===== config.mk =====
export PLATFORM = sky130hd
export DESIGN_NAME = mspc_front
export DESIGN_NICKNAME = d
export VERILOG_FILES = /design/src/rtl/core/mspc_pkg.sv /design/src/rtl/core/mspc_front.sv
export SDC_FILE = /design/constraint.sdc
export NUM_CORES = 1
export LEC_CHECK = 0
export BUFFER_PORTS_ARGS = -buffer_cell sky130_fd_sc_hd__buf_4
export CORE_MARGIN = 1
export CORE_UTILIZATION = 43
export CTS_BUF_LIST = sky130_fd_sc_hd__clkbuf_2 sky130_fd_sc_hd__clkbuf_4 sky130_fd_sc_hd__clkbuf_8
export DETAILED_ROUTE_END_ITERATION = 8
export PLACE_DENSITY = 0.75
export SYNTH_ARGS = -nofsm -noshare
export SYNTH_HDL_FRONTEND = slang
export SYNTH_SLANG_ARGS = --single-unit

===== constraint.sdc =====
create_clock -name clk -period 4.5 [get_ports clk]
set_input_delay 1.125 -clock clk [delete_from_list [all_inputs] [get_ports clk]]
set_output_delay 1.125 -clock clk [all_outputs]
set_load 0.02 [all_outputs]

===== src/rtl/core/mspc_pkg.sv =====
package mspc_pkg;

  localparam int CMD_W       = 2;
  localparam int RAW_W       = 32;
  localparam int DIFF_W      = RAW_W + 1;
  localparam int SAMPLE_W    = 16;
  localparam int SLICE_LEN_W = 11;
  localparam int OFFSET_W    = 10;
  localparam int STATUS_W    = 2;
  localparam int CFG_IDX_W   = 2;

  localparam logic [CMD_W-1:0] CMD_PUSH = 2'd0;
  localparam logic [CMD_W-1:0] CMD_READ = 2'd1;
  localparam logic [CMD_W-1:0] CMD_TAKE = 2'd2;

  localparam logic [STATUS_W-1:0] ST_OK      = 2'd0;
  localparam logic [STATUS_W-1:0] ST_NONE    = 2'd1;
  localparam logic [STATUS_W-1:0] ST_OVERRUN = 2'd2;

  localparam logic [CFG_IDX_W-1:0] REG_BIAS         = 2'd0;
  localparam logic [CFG_IDX_W-1:0] REG_SLICE_LENGTH = 2'd1;

  localparam logic signed [RAW_W-1:0]  BIAS_RST      = -32'sd127238144;
  localparam logic [SLICE_LEN_W-1:0]   SLICE_LEN_RST = 11'd1024;

  // conditioning: floor(diff / 256) * 4, clamped to +/-32767
  localparam int DROP_SHIFT   = 8;
  localparam int SCALE_SHIFT  = 2;
  localparam int SAMPLE_LIMIT = 32767;

  typedef struct packed {
    logic [CMD_W-1:0]         op;
    logic [DIFF_W-1:0]        diff;    // raw minus bias, sign-extended
    logic                     half;    // store half touched by push or read
    logic                     rd_hit;  // read offset within the slice
    logic                     ready;   // ready flag after this item
    logic [STATUS_W-1:0]      status;
  } item_t;

endpackage


===== src/rtl/core/mspc_front.sv =====
module mspc_front #(
  parameter int SLICE_MAX = 1024,
  localparam int AW = $clog2(SLICE_MAX)
) (
  input  logic                               clk,
  input  logic                               rst_n,
  input  logic                               acc,
  input  logic [mspc_pkg::CMD_W-1:0]         command,
  input  logic signed [mspc_pkg::RAW_W-1:0]  raw_sample,
  input  logic [mspc_pkg::OFFSET_W-1:0]      read_offset,
  input  logic                               cfg_wr,
  input  logic [mspc_pkg::CFG_IDX_W-1:0]     cfg_index,
  input  logic [mspc_pkg::RAW_W-1:0]         cfg_data,
  output mspc_pkg::item_t                    item,
  output logic [AW-1:0]                      item_idx
);
  import mspc_pkg::*;

  localparam int CW = $clog2(SLICE_MAX + 1);
  localparam int EW = (CW > SLICE_LEN_W) ? CW : SLICE_LEN_W;

  logic signed [RAW_W-1:0]  bias_r;
  logic [SLICE_LEN_W-1:0]   slice_len_r;
  logic                     active_r, active_nxt;
  logic [CW-1:0]            fill_r, fill_nxt;
  logic                     ready_r, ready_nxt;
  logic                     overrun_r, overrun_nxt;

  logic [EW-1:0] sl;
  logic [EW-1:0] len;
  logic [EW-1:0] fill_inc;
  logic [EW-1:0] off_ext;

  always_comb begin
    sl = EW'(slice_len_r);
    if (sl == '0) begin
      len = EW'(1);
    end else if (sl > EW'(SLICE_MAX)) begin
      len = EW'(SLICE_MAX);
    end else begin
      len = sl;
    end
    fill_inc = EW'(fill_r) + EW'(1);
    off_ext  = EW'(read_offset);

    active_nxt  = active_r;
    fill_nxt    = fill_r;
    ready_nxt   = ready_r;
    overrun_nxt = overrun_r;

    item.op     = command;
    item.diff   = {raw_sample[RAW_W-1], raw_sample} - {bias_r[RAW_W-1], bias_r};
    item.half   = active_r;
    item.rd_hit = 1'b0;
    item.status = ST_OK;
    item_idx    = fill_r[AW-1:0];

    case (command)
      CMD_PUSH: begin
        // swap once the count reaches or passes the length (length may drop mid-fill)
        if (fill_inc >= len) begin
          active_nxt  = ~active_r;
          fill_nxt    = '0;
          overrun_nxt = overrun_r | ready_r;
          ready_nxt   = 1'b1;
        end else begin
          fill_nxt = fill_inc[CW-1:0];
        end
      end
      CMD_READ: begin
        item.half   = ~active_r;
        item.rd_hit = (off_ext < len);
        item_idx    = off_ext[AW-1:0];
      end
      CMD_TAKE: begin
        if (!ready_r) begin
          item.status = ST_NONE;
        end else if (overrun_r) begin
          item.status = ST_OVERRUN;
        end else begin
          item.status = ST_OK;
        end
        ready_nxt   = 1'b0;
        overrun_nxt = 1'b0;
      end
      default: begin
      end
    endcase

    item.ready = ready_nxt;
  end

  always_ff @(posedge clk) begin
    if (!rst_n) begin
      bias_r      <= BIAS_RST;
      slice_len_r <= SLICE_LEN_RST;
      active_r    <= 1'b0;
      fill_r      <= '0;
      ready_r     <= 1'b0;
      overrun_r   <= 1'b0;
    end else begin
      if (acc) begin
        active_r  <= active_nxt;
        fill_r    <= fill_nxt;
        ready_r   <= ready_nxt;
        overrun_r <= overrun_nxt;
      end
      if (cfg_wr) begin
        case (cfg_index)
          REG_BIAS:         bias_r      <= cfg_data;
          REG_SLICE_LENGTH: slice_len_r <= cfg_data[SLICE_LEN_W-1:0];
          default: begin
          end
        endcase
      end
    end
  end

endmodule


==> Implementation_results.wiki <==
{| class="wikitable"
! Metric !! Value
|-
| Final TNS setup || 0 ns
|-
| Antenna violations before repair || 0
|-
| Number of cells on the worst reg-to-reg path || 14
|-
| Number of nets produced by synthesis || 732
|-
| Total instance count after detailed placement || 847
|-
| Reg-to-reg setup timing slack || 1.48 ns
|-
| Synth area leaders || dfxtp_1, ha_1, nand2_1
|-
| Number of enable-type register cells in the synthesized netlist || 0
|-
| Leakage || 2.72 nW
|-
| Register clock-pin slew on the reported worst setup and hold paths || 0.07 ns
|-
| Post-CTS Setup Repair Bufs || 0
|-
| Post-route fraction of the period consumed by the critical path || 97.8%
|-
| Tightest slew margin relative to the limit || 49.2%
|-
| Number of stages on the worst hold path || 2
|-
| Critical path arrival || 3.28 ns
|-
| CTS Root Cell || clkbuf_8
|-
| Count of nets left with antenna violations after detail routing || 0
|-
| Count of standard-cell rows || 37
|-
| Top-area cell type share of the netlist area || 24.2%
|-
| Count of H-tree levels built during CTS || 3
|-
| Top post-synthesis cells by count || nand2_1, dfxtp_1, ha_1, inv_1, a21oi_1
|-
| RSZ-0062 raised after global routing || false
|-
| Area enclosed by the die boundary || 11400 um2
|-
| Average via count per standard cell || 5.43
|-
| Number of library cell types mapped by synthesis || 64
|-
| Max-capacitance violation count || 0
|-
| Worst hold-check path type || register to register
|-
| Count of synthesis-stage warnings from yosys || 0
|-
| Chip Width || 107 um
|-
| Global-route wire length before repair || 21000 um
|-
| Antenna diodes || 0
|-
| Number of standard cells in the final layout excluding fillers || 863
|-
| R2r startpoint || fill_r[1]$_SDFFE_PN0P_
|-
| Run status || finished, final reports clean
|-
| Clock insertion delay at the later pin of the skew report || 0.34 ns
|-
| Final RePlAce weighted congestion || 0.916
|-
| Initial core utilization || 44.9%
|-
| Reg-to-Reg End || fill_r[0]$_SDFFE_PN0P_
|-
| Syn avg cell area || 7.92 um2
|-
| DRT Pass-1 Iters || 5
|-
| WP data required || 3.38 ns
|-
| Detailed-route wire length || 13100 um
|-
| Initial DRC Count || 289
|-
| Final-layout fill cell count || 976
|-
| Net count reported at finish || 858
|-
| Largest area contributor in the netlist || dfxtp_1
|-
| Largest net degree at the start of global routing || 55
|-
| Fmax || 0.227 GHz
|-
| Clock buffers created by TritonCTS || 9
|-
| Final worst path period need || 4.40 ns
|-
| CTS tree || yes
|-
| Gr usage total || 23.0%
|-
| Synthesized cell area || 4720 um2
|-
| Estimated wirelength of the detail-placed design || 10300 um
|-
| Setup Viol. Count Final || 0
|-
| Detailed-route DRC error count || 0
|-
| Worst Hold Launch || overrun_r$_SDFFE_PN0P_
|-
| Launching element type of the critical path || input port
|-
| Final Skew || 0.0101 ns
|-
| Area of the core || 10500 um2
|-
| Post-synthesis async set-or-reset flop share || 0%
|-
| Most numerous cell in the Yosys netlist || nand2_1
|-
| Num ports || 132
|-
| Fraction of the yosys area taken by sequential cells || 24.2%
|-
| Area added between synthesis and finish || 29.6%
|-
| Count of pins over their slew limit || 0
|-
| Port Buf Inserts || 131
|-
| Clk sink count || 57
|-
| Worst path setup slack after routing || 0.0994 ns
|-
| Register bit count reported by yosys || 57
|-
| Biggest fanout along the worst timing path || 4
|-
| Gate Count Post-Synth || 596
|-
| Vertical die dimension || 107 um
|-
| Number of global-route vias before repair || 4507
|-
| Most frequently used flop master after synthesis || dfxtp_1
|-
| Per-cell routed wire length || 15.2 um
|-
| Share of cells above drive strength 1 || 26.7%
|-
| CP Capture Type || primary output
|-
| Worst Setup Slack post-DPL || 0.00186 ns
|-
| Type of the worst setup path || input port to primary output
|-
| Total congestion overflow after global routing || 0
|-
| Min-Delay Endpoint || overrun_r$_SDFFE_PN0P_
|-
| Transition time at the pin with the least slew margin || 0.760 ns
|-
| Total vias in the final route || 4690
|-
| Clock Path Buffers || 2
|-
| Maximum VDD drop || 0.000158 V
|-
| Final hold violations || 0
|-
| Power density relative to cell area || 270 nW/um2
|}
## metrics by stage
stage	area (um2)	util, %	total power, mW	hold slack (ns)
4_1_cts	6080	57.9	1.66	0.461
6_report	6120	58.3	1.65	0.453
3_5_place_dp	5840	55.6	1.10	0.450
3_3_place_gp	5840	55.6	1.09	0.431
5_1_grt	6120	58.3	1.72	0.476
2_1_floorplan	4720	-	0.880	0.423
## cell usage in the layout (no fill, tap or decap), drive strengths merged, types with 5 or more instances in the layout
cell,count
nand3,10
a21boi,23
ha,53
nand4,12
a32o,8
nor2,20
a211oi,7
o21ai,31
xnor2,24
nor2b,17
clkbuf,11
a21o,13
dfxtp,57
inv,45
nand2,105
a21oi,36
mux2,10
buf,142
nor3,5
xor2,15
mux2i,10
o211ai,16
nand2b,11
## logic make-up (layout without fill, tap and decap cells)
family | after synthesis | in the layout | share of synthesized area, %
and+or+nand+nor | 196 | 196 | 19.9
AOI/OAI and AO/OA | 157 | 157 | 23.5
buffers and inverters | 73 | 204 | 6.28
DFF | 57 | 57 | 24.2
adders and majority gates | 54 | 54 | 14.5
xor gates and xnor gates | 39 | 39 | 7.23
muxes | 20 | 20 | 4.50
## registers in the layout, indices dropped and copies added (netlist names)
signal	count
overrun_r	1
ready_r	1
active_r	1
fill_r	11
bias_r	32
sl	11
## report_power, final
part           internal, mW  leakage, nW  total [mW]  switching (mW)
Clock                 0.340        0.115       0.553           0.213
Combinational         0.260         2.14       0.573           0.313
Sequential            0.520        0.464       0.529         0.00888
## metal layers
layer	share of wire, %	vias up	routed length, um	track usage, %
met3	5.5	27	717	3.65
met2	47	166	6140	37.6
met1	45	2144	5920	29.9
met4	2.7	0	348	9.49
li1	-	2353	-	-
met5	0	-	0	0
## worst max-delay path, cell delays in order
cell and delay, ns:
buf_4 0.08, inv_1 0.03, ha_1 0.22, fa_2 0.35, nand2b_4 0.16, a21oi_4 0.17
o21ai_4 0.10, o21a_4 0.25, o221ai_4 0.24, a31oi_4 0.13, o31a_1 0.25, buf_4 0.16
## area by class of cell
cell class / count / area (um2) / share of cell area [%]
multi-input combinational: 466 / 3340 / 54.6
sequential: 57 / 1140 / 18.7
timing repair buffer: 142 / 1070 / 17.4
inverter: 46 / 173 / 2.82
tap: 136 / 170 / 2.78
clock buffer: 11 / 151 / 2.47
clock inverter: 5 / 77.6 / 1.27
## how the worst max path moves through the flow
stage | from | endpoint | cells past startpoint
detailed placement | raw_sample[0] | item[37] | 12
floorplan | raw_sample[0] | item[23] | 10
global placement | raw_sample[0] | item[37] | 12
finish | raw_sample[0] | item[37] | 12
global route | raw_sample[13] | item[35] | 10
CTS | raw_sample[0] | item[37] | 12
## what timing repair did
item                       CTS  global route
setup endpoints to repair    2             8
pin swaps                    2             3
resized for setup            3             8
hold buffers                 0             0
Note: power is estimated with default switching activity, not from simulation.
