File: src/rtl/core/mspc_queue.sv
module mspc_queue #(
  parameter int DW = 8
) (
  input  logic          clk,
  input  logic          rst_n,
  input  logic          push,
  input  logic [DW-1:0] push_data,
  output logic          push_ready,
  input  logic          pop,
  output logic          pop_valid,
  output logic [DW-1:0] pop_data
);

  logic [DW-1:0] slot_r [2];
  logic          wr_ptr_r;
  logic          rd_ptr_r;
  logic [1:0]    count_r, count_nxt;

  assign push_ready = (count_r != 2'd2);
  assign pop_valid  = (count_r != 2'd0);
  assign pop_data   = slot_r[rd_ptr_r];

  always_comb begin
    count_nxt = count_r;
    if (push && !pop) begin
      count_nxt = count_r + 2'd1;
    end else if (pop && !push) begin
      count_nxt = count_r - 2'd1;
    end
  end

  always_ff @(posedge clk) begin
    if (push) begin
      slot_r[wr_ptr_r] <= push_data;
    end
  end

  always_ff @(posedge clk) begin
    if (!rst_n) begin
      wr_ptr_r <= 1'b0;
      rd_ptr_r <= 1'b0;
      count_r  <= 2'd0;
    end else begin
      if (push) begin
        wr_ptr_r <= ~wr_ptr_r;
      end
      if (pop) begin
        rd_ptr_r <= ~rd_ptr_r;
      end
      count_r <= count_nxt;
    end
  end

endmodule

File: config.mk
export PLATFORM = sky130hd
export DESIGN_NAME = mspc_queue
export DESIGN_NICKNAME = d
export VERILOG_FILES = /design/src/rtl/core/mspc_queue.sv
export SDC_FILE = /design/constraint.sdc
export NUM_CORES = 1
export LEC_CHECK = 0
export ABC_AREA = 1
export BUFFER_PORTS_ARGS = -buffer_cell sky130_fd_sc_hd__buf_4
export CORE_ASPECT_RATIO = 1.4
export CORE_MARGIN = 5
export CORE_UTILIZATION = 44
export CTS_CLUSTER_DIAMETER = 200
export CTS_CLUSTER_SIZE = 12
export DETAILED_ROUTE_END_ITERATION = 10
export HOLD_SLACK_MARGIN = 0.08
export PLACE_DENSITY = 0.71
export RECOVER_POWER = 25
export SYNTH_ARGS = -nofsm -noshare
export SYNTH_HDL_FRONTEND = slang
export SYNTH_SLANG_ARGS = --single-unit
File: constraint.sdc
create_clock -name clk -period 1.07 [get_ports clk]
set_input_delay 0.0535 -clock clk [delete_from_list [all_inputs] [get_ports clk]]
set_output_delay 0.0535 -clock clk [all_outputs]
set_load 0.05 [all_outputs]
==> results of run 1 <==
-- critical path: cells and delay by family (launching register included) --
family	cells	cell delay [ns]
buffers and inverters	2	0.29
DFF	1	0.36
muxes	1	0.31
-- flip-flops by register name, summed over array words and instances (netlist names), named ones only --
name / count
wr_ptr_r: 1
count_r: 2
slot_r: 16
rd_ptr_r: 1
-- kinds of logic (layout without fill, tap and decap cells) --
kind of cell	after synthesis	after routing
and+or+nand+nor	15	15
buffers and inverters	10	49
xor gates and xnor gates	1	1
DFF	21	21
adders and majority gates	1	1
AOI/OAI and AO/OA	2	2
muxes	8	8
-- final cells by class --
cell class	instances	area [µm²]	area share
flip-flops and latches	21	585.6	0.4661
repair buffers	36	370.4	0.2948
clock buffers	4	26.28	0.02092
multi-input cells	27	215.2	0.1713
well taps	20	25.02	0.01992
inverters	9	33.78	0.02689
-- layer usage --
| layer | share of wire | vias up | GRT usage |
|---|---|---|---|
| met1 | 0.36 | 256 | 0.1483 |
| met2 | 0.57 | 16 | 0.2559 |
| met3 | 0.055 | 2 | 0.02967 |
| li1 | - | 272 | - |
| met5 | 0 | - | 0 |
| met4 | 0.012 | 0 | 0.04878 |
-- power breakdown --
| part | internal, mW | switching, mW | total (mW) |
|---|---|---|---|
| clock | 0.145 | 0.215 | 0.360 |
| sequential | 0.934 | 0.0235 | 0.957 |
| combinational | 0.249 | 0.278 | 0.527 |
| total | 1.33 | 0.517 | 1.84 |
-- metrics by stage --
stage	total power [mW]	util	setup slack, ns
2_1_floorplan	1.238	-	0.01215
3_3_place_gp	1.371	0.5833	0.03426
3_5_place_dp	1.385	0.5833	0.01842
4_1_cts	1.851	0.7137	-0.2439
5_1_grt	1.934	0.7151	-0.2881
6_report	1.845	0.7151	-0.2398
-- cells in the mapped netlist, drive strengths merged --
| library cell | instances | area [µm²] |
|---|---|---|
| xnor2 | 1 | 8.760 |
| buf | 1 | 11.26 |
| dfxtp | 5 | 100.1 |
| nor2 | 5 | 18.77 |
| a21oi | 1 | 5.000 |
| nor3 | 1 | 5.000 |
| nand3 | 1 | 5.000 |
| ha | 1 | 12.51 |
| nand2 | 7 | 28.78 |
| edfxtp | 16 | 480.5 |
| nand4 | 1 | 6.260 |
| inv | 9 | 33.78 |
| mux2 | 8 | 90.09 |
| o21ai | 1 | 5.000 |
-- what timing repair did --
action	CTS	global route
endpoints found under the setup margin	9	10
endpoints found under the hold margin	21	0
pin swaps	0	0
hold buffers	11	0
resized for setup	26	3
-- path summary, 6_finish.rpt --
path                            from                      end  slack [ns]
max                             flop              pop_data[1]       -0.24
min                             push    wr_ptr_r$_SDFFE_PN0P_        0.16
max reg2reg    wr_ptr_r$_SDFFE_PN0P_   slot_r[1][0]$_DFFE_PP_        0.17
min reg2reg  count_r[0]$_SDFFE_PN0P_  count_r[0]$_SDFFE_PN0P_        0.46
==> results.toml, run 1 <==
[outcome]
outcome = "finished with violations"
failed_checks = "negative setup slack"

[power]
ir_drop_uv = 1100
p_per_area_mw_per_mm2 = 1468
p_leak_nw = 0.5434

[critical_path]
crit_arrival_ns = 1.26
startpoint_type = "flop"
cp_cell_sequence = "buf_12 -> mux2_4 -> buf_8"
max_stage_delay_ns = 0.36
cp.required_ns = 1.02
worst-setup-path-type = "reg -> out"
worst_r2r_path_depth = 3
slowest_stage = "dfxtp_2"
end_kind = "primary output"
cp_max_fo = 8

[detailed_routing]
drtIter0Drc = 8
antenna_left = 0
wl_per_cell_um = 13.67
vias_per_cell = 4.667
wirelength_um = 1599
drcViolationCount = 0
drtPass1Iterations = 4
num_vias = 546

[clock_network]
htree_levels = 1
path_clk_slew_ns = 0.11
cts_root_buf = "clkbuf_4"
cts_tree = "built"
cts_buffers = 3
clockBufferDepth = 2
insertion_delay_ns = 0.29
postCtsSetupRepairBufs = 0
cts.sinks = 21

[synth]
synth-seq-area-share = 0.7160
synth_area_per_cell_um2 = 13.98
synthAdderAreaFrac = 0.01543
synth_simple_gate_area_frac = 0.07870
synth_cells = 58
synth_top_family_by_area = "multiplexers"
synth-seq-cells = 21
synth_cell_types = 16
synth_compound_area_frac = 0.01235
syn_area_um2 = 810.8
ys_warn_count = 0
synthMuxAreaShare = 0.1111
synth_xor_area_frac = 0.01080
synthesis.nets = 71

[sta]
final.period_utilization = 1.224
max_freq_mhz = 763.5
tns_ns = -1.874
layout_min_cycle_time_ns = 1.310
layout_setup_ws_ns = -0.2398
rsz0062_at_grt = "yes"
hold_viol = 0
hold_slack_ns = 0.1562
maxSlewViolCount = 0
fin_skew_ns = 0.003674
tightest_slew_ns = 0.1732
maxSlewHeadroom = 0.8837
setup_viol = 8

[run]
drv_cap = 0

[die]
die_h_um = 60.79
ios = 22
core_area_mm2 = 0.001757
start_util = 0.4615
num_rows = 18
die_area_mm2 = 0.002813
die_w_um = 46.28

[worst_hold_path]
hold_path_depth = 5
hold_path_class = "in -> reg"

[final_layout]
final_cell_mix = "edfxtp_1, dlygate4sd3_1, buf_4"
layout.nets = 111
mostFrequentLayoutCell = "edfxtp_1"
nFillCells = 138
final_cell_area_mm2 = 0.001256
antennaDiodeCount = 0
area_growth_pct = 54.94
drive_gt1_frac = 0.3918
finalNonFillerCells = 117

[place]
place.detailed.hpwl_um = 1102
port-buffer-count = 21
dpl_cell_area_mm2 = 0.001025
gp_congestion = 0.6241
placed_cells = 102

[global_route]
grt_max_degree = 12
antenna_found_initial = 0
track_usage = 0.1380
grt_pass1_wl_um = 2704
grt_pass1_vias = 599
grt_overflow = 0
(Power assumes the default switching activity.)
==> inputs of run 2 (changes only) <==
--- a/config.mk
+++ b/config.mk
@@ -10,11 +10,11 @@
 export CORE_ASPECT_RATIO = 1.4
 export CORE_MARGIN = 5
 export CORE_UTILIZATION = 44
-export CTS_CLUSTER_DIAMETER = 200
 export CTS_CLUSTER_SIZE = 12
 export DETAILED_ROUTE_END_ITERATION = 10
+export GPL_TIMING_DRIVEN = 1
 export HOLD_SLACK_MARGIN = 0.08
-export PLACE_DENSITY = 0.71
+export PLACE_DENSITY_LB_ADDON = 0.12
 export RECOVER_POWER = 25
 export SYNTH_ARGS = -nofsm -noshare
 export SYNTH_HDL_FRONTEND = slang
==> run 2 against run 1 <==
The flow still finishes with violations (negative setup slack); core utilization down 0.71 points; total power down 0.31%; first-iteration DRC count up 38%; sequential share of layout area up 0.37 points; global-route usage down 2.6 points; register-to-register slack worse by 0.10 ns; critical path type unchanged; fmax about the same; routed wire length down 13%; sequential power about the same.
==> results.toml, run 2 (synthesis gave the netlist of run 1 again) <==
[outcome]
outcome = "finished with violations"
failed_checks = "negative setup slack"

[sta]
layout_setup_ws_ns = -0.2407
hold_viol = 0
setup_viol = 8
layout_min_cycle_time_ns = 1.311
maxSlewHeadroom = 0.7650
tightest_slew_ns = 0.3522
tns_ns = -1.887
max_freq_mhz = 763.0
rsz0062_at_grt = "yes"
fin_skew_ns = 0.001955
final.period_utilization = 1.225
maxSlewViolCount = 0

[detailed_routing]
wirelength_um = 1387
drtPass1Iterations = 4
vias_per_cell = 4.661
wl_per_cell_um = 12.06
drtIter0Drc = 11
num_vias = 536
antenna_left = 0
drcViolationCount = 0

[power]
p_per_area_mw_per_mm2 = 1479
p_leak_nw = 0.5382
ir_drop_uv = 1138

[global_route]
grt_overflow = 0
track_usage = 0.1121
grt_max_degree = 12
antenna_found_initial = 0
grt_pass1_vias = 582
grt_pass1_wl_um = 2180

[place]
port-buffer-count = 21
place.detailed.hpwl_um = 967.6
placed_cells = 100
gp_congestion = 0.6304

[final_layout]
area_growth_pct = 53.39
layout.nets = 109
nFillCells = 132
top_register = "slot_r"
largest_reg_flops = 16
final_cell_mix = "edfxtp_1, dlygate4sd3_1, buf_4"
mostFrequentLayoutCell = "edfxtp_1"
finalNonFillerCells = 115
drive_gt1_frac = 0.4105
antennaDiodeCount = 0
largestRegisters = "slot_r (16), count_r (2)"

[worst_hold_path]
hold_path_class = "in -> reg"

[clock_network]
insertion_delay_ns = 0.30
cts_tree = "built"
cts.sinks = 21
cts_root_buf = "clkbuf_4"
clockBufferDepth = 2
path_clk_slew_ns = 0.11
cts_buffers = 3
htree_levels = 1

[die]
die_h_um = 60.79
core_area_mm2 = 0.001757
num_rows = 18
start_util = 0.4615
die_area_mm2 = 0.002813
ios = 22
die_w_um = 46.28

[critical_path]
crit_arrival_ns = 1.26
cp.required_ns = 1.02
cp_max_fo = 8
worst-setup-path-type = "reg -> out"
end_kind = "primary output"
startpoint_type = "flop"

[run]
drv_cap = 0
[run 2: metrics by stage]
stage | util | setup slack [ns] | cell area, µm² | hold WS, ns | total power, mW
6_report | 0.7080 | -0.2407 | 1244 | 0.2169 | 1.839
5_1_grt | 0.7080 | -0.2764 | 1244 | 0.2483 | 1.915
4_1_cts | 0.7044 | -0.2524 | 1237 | 0.1979 | 1.853
3_5_place_dp | 0.5748 | 0.007581 | 1010 | 0.2423 | 1.376
3_3_place_gp | 0.5748 | 0.02881 | 1010 | 0.2383 | 1.368
2_1_floorplan | - | 0.01215 | 810.8 | 0.1524 | 1.238
[run 2: path summary, 6_finish.rpt]
check | start | to | slack [ns] | cells after the start
worst max-delay path | flop | pop_data[7] | -0.24 | 3
worst min-delay path | push | count_r[0]$_SDFFE_PN0P_ | 0.22 | 4
worst max register to register | wr_ptr_r$_SDFFE_PN0P_ | slot_r[1][5]$_DFFE_PP_ | 0.07 | 2
worst min register to register | count_r[0]$_SDFFE_PN0P_ | count_r[0]$_SDFFE_PN0P_ | 0.46 | 1
[run 2: report_power, final]
part / switching (mW) / internal [mW]
Clock: 0.221 / 0.145
Combinational: 0.271 / 0.245
Sequential: 0.0222 / 0.935
[run 2: cell type report]
| type | count | area (µm²) | area share |
|---|---|---|---|
| sequential | 21 | 584.3 | 0.4698 |
| timing repair buffer | 34 | 359.1 | 0.2887 |
| clock buffer | 4 | 26.28 | 0.02113 |
| tap | 20 | 25.02 | 0.02012 |
| multi-input combinational | 27 | 215.2 | 0.1730 |
| inverter | 9 | 33.78 | 0.02716 |
[run 2: routing by layer]
metal | part of all wire | global-route usage | routed length, µm | vias up
met3 | 0.063 | 0.01780 | 87 | 4
met5 | 0 | 0 | 0 | -
met4 | 0.025 | 0.08537 | 34 | 0
met1 | 0.38 | 0.1006 | 531 | 247
li1 | - | - | - | 269
met2 | 0.53 | 0.2106 | 733 | 16
[run 2: what timing repair did]
| item | CTS | global route |
|---|---|---|
| hold buffers | 11 | 0 |
| setup buffers | 0 | 0 |
| endpoints found under the hold margin | 21 | 0 |
| gates cloned | 0 | 0 |
| setup endpoints to repair | 8 | 10 |
| gates resized for setup | 25 | 3 |
[run 2: worst max-delay path, cell delays in order, from the launching register on]
cell,delay (ns)
dfxtp_2,0.36
buf_12,0.13
mux2_4,0.31
buf_8,0.15
==> inputs of run 3 (changes only) <==
--- a/config.mk
+++ b/config.mk
@@ -15,7 +15,7 @@
 export GPL_TIMING_DRIVEN = 1
 export HOLD_SLACK_MARGIN = 0.08
 export PLACE_DENSITY_LB_ADDON = 0.12
-export RECOVER_POWER = 25
+export RECOVER_POWER = 100
 export SYNTH_ARGS = -nofsm -noshare
 export SYNTH_HDL_FRONTEND = slang
 export SYNTH_SLANG_ARGS = --single-unit
==> run 3 against run 2 <==
The flow still finishes with violations (negative setup slack); fmax down 0.17%; first-iteration DRC count down 27%; critical path depth unchanged; core utilization down 0.21 points; global-route usage unchanged; design area down 0.30%; combinational power down 0.8%; non-clock buffer count unchanged; sequential power about the same; hold slack worse by 0.00098 ns; critical path type unchanged.
==> results.toml, run 3 (synthesis gave the netlist of run 1 again) <==
[detailed_routing]
wl_per_cell_um = 12.04
drcViolationCount = 0
antenna_left = 0
drtPass1Iterations = 4
vias_per_cell = 4.661
num_vias = 536
drtIter0Drc = 8
wirelength_um = 1385

[final_layout]
final_util = 0.7058
final_cell_mix = "edfxtp_1, clkbuf_4, dlygate4sd3_1, inv_1"
layout.nets = 109
drive_gt1_frac = 0.3895
area_growth_pct = 52.93
antennaDiodeCount = 0
largest_reg_flops = 16
mostFrequentLayoutCell = "edfxtp_1"
largestRegisters = "slot_r (16), count_r (2)"
top_register = "slot_r"

[outcome]
outcome = "finished with violations"
failed_checks = "negative setup slack"

[power]
ir_drop_uv = 1142
p_leak_nw = 0.5367
finalPower_mw = 1.836
p_per_area_mw_per_mm2 = 1481

[clock_network]
cts_buffers = 3
postCtsSetupRepairBufs = 0
cts_tree = "built"
cts_root_buf = "clkbuf_4"
clockBufferDepth = 2
path_clk_slew_ns = 0.11
cts.sinks = 21
htree_levels = 1
insertion_delay_ns = 0.30

[critical_path]
crit_arrival_ns = 1.26
r2r_setup_slack_ns = 0.06
worst_r2r_path_depth = 2
end_kind = "primary output"
cp_max_fo = 8
worstReg2RegEnd = "slot_r[1][5]$_DFFE_PP_"
worst-setup-path-type = "reg -> out"
rr_startpoint = "wr_ptr_r$_SDFFE_PN0P_"
cp.required_ns = 1.02
startpoint_type = "flop"

[place]
gp_congestion = 0.6304
port-buffer-count = 21
place_ws_ns = 0.007581
place.detailed.hpwl_um = 967.6

[sta]
max_freq_mhz = 761.7
layout_min_cycle_time_ns = 1.313
tightest_slew_ns = 0.3508
final.period_utilization = 1.227
maxSlewHeadroom = 0.7659
hold_slack_ns = 0.2159
tns_ns = -1.904
hold_viol = 0
maxSlewViolCount = 0
layout_setup_ws_ns = -0.2429
fin_skew_ns = 0.002962
setup_viol = 9
rsz0062_at_grt = "yes"

[worst_hold_path]
holdPathEnd = "count_r[0]$_SDFFE_PN0P_"
hold_path_depth = 4
hold_path_class = "in -> reg"
hold_path.startpoint = "push"

[die]
die_w_um = 46.28
die_h_um = 60.79
num_rows = 18
die_area_mm2 = 0.002813
core_area_mm2 = 0.001757
ios = 22
start_util = 0.4615

[global_route]
grt_pass1_wl_um = 2180
antenna_found_initial = 0
track_usage = 0.1121
grt_max_degree = 12
grt_pass1_vias = 582
grt_overflow = 0

[run]
drv_cap = 0
-- run 3: cell types whose count changed in the layout (fill, tap and decap cells not counted) --
cell      before  now
inv_2          1    0
clkbuf_2       0    1
inv_1          8    9
dfxtp_1        2    3
buf_4          9    3
dfxtp_2        3    2
clkbuf_4       7   12
-- run 3: power by group --
group / switching [mW] / leakage, nW / internal [mW]
Combinational: 0.271 / 0.329 / 0.242
Clock: 0.223 / 0.0150 / 0.145
Sequential: 0.0214 / 0.192 / 0.934
-- run 3: metrics by stage --
stage          instances  area [µm²]
2_1_floorplan         58       810.8
3_3_place_gp         100        1010
3_5_place_dp         100        1010
4_1_cts              115        1237
5_1_grt              115        1240
6_report             115        1240
-- run 3: repair_timing --
item / CTS / global route
gates resized for setup: 25 / 3
gates cloned: 0 / 0
setup endpoints to repair: 8 / 10
hold buffers: 11 / 0
endpoints found under the hold margin: 21 / 0
-- run 3: layer usage --
| layer | vias to the layer above | track usage | part of all wire |
|---|---|---|---|
| met1 | 247 | 0.1006 | 0.38 |
| met2 | 16 | 0.2106 | 0.53 |
| met3 | 4 | 0.01780 | 0.064 |
| li1 | 269 | - | - |
| met5 | - | 0 | 0 |
| met4 | 0 | 0.08537 | 0.025 |
-- run 3: how the worst max path moves through the flow --
stage                           from                      to  depth (start not counted)
2_1_floorplan  wr_ptr_r$_SDFFE_PN0P_  slot_r[0][0]$_DFFE_PP_                          1
3_3_place_gp                    flop             pop_data[6]                          3
3_5_place_dp                    flop             pop_data[6]                          3
4_1_cts                         flop             pop_data[7]                          3
5_1_grt                         flop             pop_data[7]                          3
6_report                        flop             pop_data[7]                          3
-- run 3: layout make-up --
cell class,instances,area (µm²)
repair buffers,34,356.6
inverters,9,33.78
clock buffers,4,26.28
fillers,132,516.7
flip-flops and latches,21,583.1
multi-input cells,27,215.2
well taps,20,25.02
-- run 3: worst max-delay path, stage by stage (launching register included) --
cell	delay, ns
dfxtp_2	0.36
buf_12	0.13
mux2_4	0.31
buf_8	0.15
